### src/sv/cicmd_pkg.sv
// shared constants, codes and control types of the cloud-in-cell deposit unit
package cicmd_pkg;

  localparam int GRID_SIDE  = 64;
  localparam int FRAC_BITS  = 16;
  localparam int SIDE_W     = $clog2(GRID_SIDE);
  localparam int CELL_COUNT = GRID_SIDE * GRID_SIDE * GRID_SIDE;
  localparam int CELL_W     = 3 * SIDE_W;

  localparam int CMD_W      = 2;
  localparam int POS_W      = 22;
  localparam int IDX_IN_W   = 18;
  localparam int MASS_W     = 24;
  localparam int VAL_W      = 32;

  localparam int WGT_W      = FRAC_BITS + 1;
  localparam int PROD_W     = 2 * WGT_W;
  localparam int MPROD_W    = MASS_W + WGT_W;
  localparam int ADD_W      = MASS_W + 1;
  localparam int SUM_W      = VAL_W + 2;

  localparam int N_CORNERS  = 8;
  localparam int STEP_W     = $clog2(N_CORNERS) + 1;

  localparam logic [CMD_W-1:0] CMD_CLEAR   = 2'd0;
  localparam logic [CMD_W-1:0] CMD_DEPOSIT = 2'd1;
  localparam logic [CMD_W-1:0] CMD_READ    = 2'd2;

  localparam logic [WGT_W-1:0]   ONE_FX     = WGT_W'(1) << FRAC_BITS;
  localparam logic [MASS_W-1:0]  MASS_RESET = MASS_W'(65536);
  localparam logic [VAL_W-1:0]   CELL_MAX   = {1'b0, {(VAL_W-1){1'b1}}};
  localparam logic [VAL_W-1:0]   CELL_INIT  = VAL_W'(0) - VAL_W'(ONE_FX);
  localparam logic [CELL_W-1:0]  CELL_LAST  = CELL_W'(CELL_COUNT - 1);
  localparam logic [IDX_IN_W:0]  CELL_LIMIT = (IDX_IN_W+1)'(CELL_COUNT);

  typedef struct packed {
    logic                         load;
    logic                         clr_en;
    logic                         issue;
    logic [$clog2(N_CORNERS)-1:0] corner;
    logic                         rd_cmd;
    logic                         out_load;
  } ctl_cmd_t;

  typedef struct packed {
    logic pipe_busy;
    logic clr_last;
  } ctl_sts_t;

endpackage

### src/sv/cicmd_ctrl.sv
// command sequencer: clear sweep, corner issue, read and result handoff
module cicmd_ctrl (
  input  logic                          clk_i,
  input  logic                          rst_ni,
  input  logic                          req_valid_i,
  input  logic [cicmd_pkg::CMD_W-1:0]   req_cmd_i,
  output logic                          req_ready_o,
  input  logic                          rsp_ready_i,
  output logic                          rsp_valid_o,
  input  cicmd_pkg::ctl_sts_t           sts_i,
  output cicmd_pkg::ctl_cmd_t           ctl_o
);
  import cicmd_pkg::*;

  localparam logic [2:0] ST_CLR  = 3'd0;
  localparam logic [2:0] ST_IDLE = 3'd1;
  localparam logic [2:0] ST_DEP  = 3'd2;
  localparam logic [2:0] ST_RD   = 3'd3;
  localparam logic [2:0] ST_DONE = 3'd4;

  logic [2:0]        state_q, state_d;
  logic [STEP_W-1:0] step_q, step_d;
  logic              rsp_pend_q, rsp_pend_d;
  logic              out_valid_q, out_valid_d;

  always_comb begin
    state_d     = state_q;
    step_d      = step_q;
    rsp_pend_d  = rsp_pend_q;
    req_ready_o = 1'b0;
    ctl_o       = '0;
    ctl_o.corner = step_q[STEP_W-2:0];
    case (state_q)
      ST_CLR: begin
        ctl_o.clr_en = 1'b1;
        if (sts_i.clr_last) begin
          state_d = rsp_pend_q ? ST_DONE : ST_IDLE;
        end
      end
      ST_IDLE: begin
        req_ready_o = 1'b1;
        step_d      = '0;
        if (req_valid_i) begin
          ctl_o.load = 1'b1;
          case (req_cmd_i)
            CMD_CLEAR: begin
              state_d    = ST_CLR;
              rsp_pend_d = 1'b1;
            end
            CMD_DEPOSIT: state_d = ST_DEP;
            CMD_READ:    state_d = ST_RD;
            default:     state_d = ST_DONE;
          endcase
        end
      end
      ST_DEP: begin
        if (!step_q[STEP_W-1]) begin
          ctl_o.issue = 1'b1;
          step_d      = step_q + STEP_W'(1);
        end else if (!sts_i.pipe_busy) begin
          state_d = ST_DONE;
        end
      end
      ST_RD: begin
        ctl_o.rd_cmd = 1'b1;
        state_d      = ST_DONE;
      end
      ST_DONE: begin
        if (!out_valid_q || rsp_ready_i) begin
          ctl_o.out_load = 1'b1;
          rsp_pend_d     = 1'b0;
          state_d        = ST_IDLE;
        end
      end
      default: state_d = ST_IDLE;
    endcase
  end

  always_comb begin
    out_valid_d = out_valid_q;
    if (ctl_o.out_load) begin
      out_valid_d = 1'b1;
    end else if (rsp_ready_i) begin
      out_valid_d = 1'b0;
    end
  end

  always_ff @(posedge clk_i or negedge rst_ni) begin
    if (!rst_ni) begin
      state_q     <= ST_CLR;
      step_q      <= '0;
      rsp_pend_q  <= 1'b0;
      out_valid_q <= 1'b0;
    end else begin
      state_q     <= state_d;
      step_q      <= step_d;
      rsp_pend_q  <= rsp_pend_d;
      out_valid_q <= out_valid_d;
    end
  end

  assign rsp_valid_o = out_valid_q;

`ifndef NO_ASSERTIONS
  a_step_bound: assert property (@(posedge clk_i) disable iff (!rst_ni)
    state_q == ST_DEP |-> step_q <= STEP_W'(N_CORNERS))
    else $error("corner counter overran");

  a_clr_exit: assert property (@(posedge clk_i) disable iff (!rst_ni)
    (state_q == ST_CLR && sts_i.clr_last) |=> state_q != ST_CLR)
    else $error("clear sweep did not end after last cell");

  a_no_overwrite: assert property (@(posedge clk_i) disable iff (!rst_ni)
    ctl_o.out_load |-> (!out_valid_q || rsp_ready_i))
    else $error("result register loaded while holding an untaken result");

  a_clr_quiet: assert property (@(posedge clk_i) disable iff (!rst_ni)
    ctl_o.clr_en |-> !sts_i.pipe_busy)
    else $error("clear sweep overlaps deposit writes");
`endif

endmodule

### config.mk
export PLATFORM = sky130hd
export DESIGN_NAME = cicmd_ctrl
export DESIGN_NICKNAME = d
export VERILOG_FILES = /design/src/sv/cicmd_pkg.sv /design/src/sv/cicmd_ctrl.sv
export SDC_FILE = /design/constraint.sdc
export NUM_CORES = 1
export LEC_CHECK = 0
export BUFFER_PORTS_ARGS = -buffer_cell sky130_fd_sc_hd__clkbuf_2
export CORE_UTILIZATION = 45
export CTS_CLUSTER_SIZE = 8
export DETAILED_ROUTE_END_ITERATION = 16
export HOLD_SLACK_MARGIN = 0.15
export PLACE_DENSITY = 0.73
export SLEW_MARGIN = 10
export SYNTH_ARGS = -nofsm -noshare
export SYNTH_HDL_FRONTEND = slang
export SYNTH_SLANG_ARGS = --single-unit
### constraint.sdc
create_clock -name clk_i -period 2.25 [get_ports clk_i]
set_clock_uncertainty 0.2 [all_clocks]
set_input_delay 0.225 -clock clk_i [delete_from_list [all_inputs] [get_ports clk_i]]
set_output_delay 0.225 -clock clk_i [all_outputs]
set_load 0.05 [all_outputs]
==> results.json, run 1 <==
{
  "run_status": "finished clean",
  "final_max_slew_viol_count": 0,
  "dieArea_um2": 1590,
  "grt_pass1_wl_mm": 2.15,
  "grt_busiest_layer": "met2",
  "cp-end-kind": "primary output",
  "drc": 0,
  "finalSetupViolCount": 0,
  "whs_ns": 0.153,
  "portBuffers": 17,
  "antenna_left": 0,
  "relSlewSlack": 0.627,
  "netlist_instances": 64,
  "setup-tns-final_ns": 0,
  "coreArea_um2": 1320,
  "critPathArrivalTime_ns": 1.67,
  "cts_buffer_depth": 2,
  "drt_first_pass_iters": 2,
  "period_share": 0.929,
  "worst_slack_ns": 0.160,
  "cts_setup_buffers": 0,
  "grt_antenna_before_repair": 0,
  "ys_ff_latch": 9,
  "worst_setup_path_start_kind": "register",
  "final_cell_mix": "clkbuf_2, dfrtp_1, nor2_1",
  "yosys_warnings": 0,
  "area_growth_pct": 17.1,
  "grtUsageMet2": 0.328,
  "final-hold-violation-count": 0,
  "layout_commonest_cell": "clkbuf_2",
  "criticalPathCategory": "reg -> out",
  "place.detailed.hpwl_um": 914,
  "fp-row-count": 13,
  "wirelength_mm": 1.23,
  "use_met1": 0.258,
  "grt_pass1_vias": 506,
  "synth.cell_area_um2": 644,
  "die_w_um": 39.8,
  "gr-usage-met3": 0.0852,
  "seq_area_frac_synth": 0.350,
  "tightestPinTransition_ns": 0.559,
  "cts.htree.levels": 1,
  "grt_max_degree": 15,
  "drtIter0Drc": 1,
  "start_util": 0.489,
  "final-seq-area_um2": 226,
  "path_max_fanout": 14,
  "placed_cell_area_um2": 697,
  "max_freq_mhz": 478,
  "cts_num_sinks": 9,
  "ys_types": 30,
  "insertion_delay_ns": 0.26,
  "stdcell_count": 96,
  "root_buffer": "clkbuf_4",
  "grt.overflow.total": 0,
  "rsz0062_at_grt": "false",
  "numCtsBuffers": 3,
  "vias_per_cell": 5.26,
  "fill_cells": 120,
  "layout-drive-gt1-share": 0.395,
  "place_ws_ns": 0.383,
  "power_mw": 0.993,
  "die_height_um": 39.8,
  "utilization": 0.573,
  "wl_per_cell_um": 12.8,
  "diodes": 0,
  "place_inst": 89,
  "fin_area_um2": 754,
  "p_leak_nw": 0.371,
  "ioPinCount": 18,
  "drv_cap": 0,
  "multi_input_area_um2": 349,
  "synth_nets": 76,
  "clkSlewWorstSetupHoldPaths_ns": 0.06,
  "num_vias": 505,
  "grt_util_all_layers": 0.208,
  "peakVddDrop_mv": 0.772,
  "cts_tree": "built",
  "hp-class": "in -> async",
  "final_net_count": 94,
  "syn_area_per_cell_um2": 10.1,
  "cellPowerDensity_nw_per_um2": 1320,
  "required_ns": 1.82,
  "place.gp.congestion": 0.743,
  "post-route-min-period_ns": 2.09
}
-- final timing paths --
path	startpoint	endpoint	slack [ns]	depth (start not counted)
worst max-delay path	state_q[1]	ctl_o[5]	0.16	2
worst min-delay path	rst_ni	state_q[1]	0.15	2
worst max register to register	state_q[1]	state_q[2]	0.45	3
worst min register to register	rsp_pend_q	rsp_pend_q	0.32	2
max in group asynchronous	rst_ni	state_q[0]	1.48	2
min in group clk_i	sts_i[1]	state_q[1]	0.18	4
-- worst max-delay path: stages (launching register included) --
cell and delay (ns):
dfrtp_1 0.68, nor4b_4 0.39, clkbuf_2 0.34
-- routing by layer --
layer,vias up,share of wire
met3,0,0.045
met5,-,0
met2,12,0.49
li1,254,-
met1,239,0.46
met4,0,0
-- area by class of cell --
cell class	instances	share of cell area
multi-input combinational	43	0.463
sequential	9	0.300
timing repair buffer	20	0.153
clock buffer	4	0.0348
inverter	5	0.0249
tap	15	0.0249
-- report_power, final --
part | leakage [nW] | internal (mW) | switching, mW
combinational | 0.238 | 0.202 | 0.333
sequential | 0.118 | 0.207 | 0.125
clock | 0.0150 | 0.0683 | 0.0564
total | 0.371 | 0.478 | 0.515
-- flip-flops by register name (all words and copies together), names as in the netlist --
signal,flops
rsp_pend_q,1
state_q,3
rsp_valid_o,1
step_q,4
-- kinds of logic (layout without fill, tap and decap cells) --
group	count (synthesis)	count (layout)	synth area share
AOI/OAI and AO/OA	13	13	0.144
xor gates and xnor gates	1	1	0.0136
adders and majority gates	4	4	0.0777
buffers and inverters	12	29	0.118
DFF	9	9	0.350
muxes	2	2	0.0408
and+or+nand+nor	23	23	0.256
-- cells in the mapped netlist --
cell type	instances	area share
buf_2	1	0.0078
nor3b_1	1	0.012
nor3b_2	2	0.039
o22ai_1	1	0.0097
dfrtp_1	9	0.35
and2_1	1	0.0097
buf_4	4	0.047
a21oi_2	1	0.014
a22o_1	1	0.014
mux2_2	1	0.017
nor3_1	2	0.016
nand2b_1	1	0.0097
xor2_1	1	0.014
nor2b_2	1	0.014
nor2_1	7	0.041
nor2b_1	1	0.0097
and3b_2	1	0.016
and4b_2	1	0.017
o21ai_0	2	0.016
ha_1	4	0.078
o32ai_2	1	0.025
nand2_1	2	0.012
a211oi_2	1	0.019
nand4b_1	1	0.014
mux2_4	1	0.023
nand3b_1	1	0.012
a21oi_1	6	0.047
nor4b_4	1	0.037
inv_1	5	0.029
buf_6	2	0.035
-- timing repair --
item	4_1_cts	5_1_grt
gates resized for setup	0	1
hold buffers	3	0
setup endpoints to repair	0	1
endpoints found under the hold margin	13	0
No activity file was read; power rests on OpenSTA's default activity.
==> run 2: changes to the inputs <==
CELL_PAD_IN_SITES_DETAIL_PLACEMENT = 0   (was unset)
CELL_PAD_IN_SITES_GLOBAL_PLACEMENT = 1   (was unset)
CORE_UTILIZATION = 37   (was 45)
PLACE_DENSITY = unset   (was 0.73)
PLACE_DENSITY_LB_ADDON = 0.1   (was unset)
==> run 2 against run 1 <==
Net effect: combinational power fell by 2%; final cell count increased by 1.0%; register-to-register slack better by 0.04 ns; non-clock buffer count unchanged; critical path depth did not move; power decreased by 0.97%; critical endpoint unchanged; largest cell class unchanged.
==> results.json, run 2 (synthesis gave the netlist of run 1 again) <==
{
  "run_status": "finished clean",
  "comb_power_share": 0.535,
  "p_switching_mw": 0.505,
  "grt_antenna_before_repair": 0,
  "clkSlewWorstSetupHoldPaths_ns": 0.07,
  "criticalPathCategory": "reg -> out",
  "largest_register": "step_q",
  "final_max_slew_viol_count": 0,
  "relSlewSlack": 0.620,
  "cts_num_sinks": 9,
  "setup-tns-final_ns": 0,
  "ioPinCount": 18,
  "die_w_um": 43.7,
  "cp-end-kind": "primary output",
  "area_growth_pct": 17.3,
  "start_util": 0.413,
  "portBuffers": 17,
  "rsz0062_at_grt": "false",
  "drt_first_pass_iters": 4,
  "critPathArrivalTime_ns": 1.66,
  "final_net_count": 94,
  "grt.overflow.total": 0,
  "cellPowerDensity_nw_per_um2": 1300,
  "clock_power_share": 0.129,
  "die_height_um": 43.7,
  "cts_buffer_depth": 2,
  "r2r_slack_ns": 0.49,
  "cts.htree.levels": 1,
  "drtIter0Drc": 7,
  "fill_cells": 160,
  "power_mw": 0.983,
  "vias_per_cell": 4.97,
  "switching_share": 0.514,
  "largest_reg_flops": 4,
  "place_inst": 90,
  "drc": 0,
  "antenna_left": 0,
  "tightestPinTransition_ns": 0.570,
  "finalSetupViolCount": 0,
  "place.gp.congestion": 0.736,
  "cts_tree": "built",
  "reg_top3": "step_q: 4 flops, state_q: 3 flops",
  "period_share": 0.926,
  "insertion_delay_ns": 0.26,
  "final-seq-area_um2": 226,
  "layout_commonest_cell": "clkbuf_2",
  "p_leak_nw": 0.371,
  "hp-class": "in -> async",
  "max_freq_mhz": 480,
  "cts_setup_buffers": 0,
  "coreArea_um2": 1560,
  "fp-row-count": 14,
  "post-route-min-period_ns": 2.08,
  "numCtsBuffers": 3,
  "drv_cap": 0,
  "final-hold-violation-count": 0,
  "required_ns": 1.82,
  "grt_max_degree": 15,
  "multi_input_area_um2": 349,
  "power_frac_seq": 0.335,
  "root_buffer": "clkbuf_4",
  "path_max_fanout": 14,
  "peakVddDrop_mv": 0.517,
  "layout-drive-gt1-share": 0.395,
  "grt_pass1_wl_mm": 2.14,
  "num_vias": 482,
  "stdcell_count": 97,
  "grt_util_all_layers": 0.154,
  "wl_per_cell_um": 12.4,
  "diodes": 0,
  "worst_setup_path_start_kind": "register",
  "place.detailed.hpwl_um": 854,
  "final_cell_mix": "clkbuf_2, dfrtp_1, nor2_1",
  "grt_pass1_vias": 474,
  "intPower_mw": 0.478,
  "wirelength_mm": 1.21,
  "dieArea_um2": 1910
}
[run 2: final cells by class]
cell class | instances | share of cell area
clock buffers | 4 | 0.0348
well taps | 16 | 0.0265
flip-flops and latches | 9 | 0.300
multi-input cells | 43 | 0.462
inverters | 5 | 0.0248
repair buffers | 20 | 0.152
[run 2: critical path, cell delays in order (launching register included)]
cell and delay (ns):
dfrtp_1 0.67, nor4b_4 0.38, clkbuf_2 0.34
[run 2: repair_timing]
action | 4_1_cts | 5_1_grt
gates resized for setup | 0 | 1
hold buffers | 3 | 0
endpoints found under the hold margin | 13 | 0
endpoints found under the setup margin | 0 | 1
[run 2: layer usage]
layer	global-route usage	routed length, µm	vias up
met5	0	0	-
met4	0.0563	6	0
met3	0.0667	53	2
met2	0.227	508	12
met1	0.199	636	216
li1	-	-	252
[run 2: worst paths after layout]
check	start	to	cells after the start
worst max register to register	state_q[0]	state_q[2]	4
max in group asynchronous	rst_ni	state_q[0]	2
worst min register to register	rsp_pend_q	rsp_pend_q	2
min in group clk_i	sts_i[1]	state_q[1]	4
worst min-delay path	rst_ni	state_q[1]	2
worst max-delay path	state_q[1]	ctl_o[5]	2
[run 2: power by group through the flow]
| stage | Clock, mW | Combinational [mW] | Sequential [mW] |
|---|---|---|---|
| floorplan | 0 | 0.518 | 0.283 |
| global placement | 0 | 0.528 | 0.330 |
| detailed placement | 0 | 0.527 | 0.331 |
| CTS | 0.134 | 0.533 | 0.328 |
| global route | 0.143 | 0.568 | 0.345 |
| finish | 0.127 | 0.526 | 0.330 |
[run 2: through the flow]
step            util  setup slack, ns  hold WS, ns  area [µm²]
3_3_place_gp   0.448            0.411      -0.0986         698
6_report       0.485            0.165        0.156         756
5_1_grt        0.485           0.0455        0.172         756
4_1_cts        0.484           0.0764        0.157         754
2_1_floorplan      -           0.0945       -0.271         651
3_5_place_dp   0.448            0.377      -0.0983         698
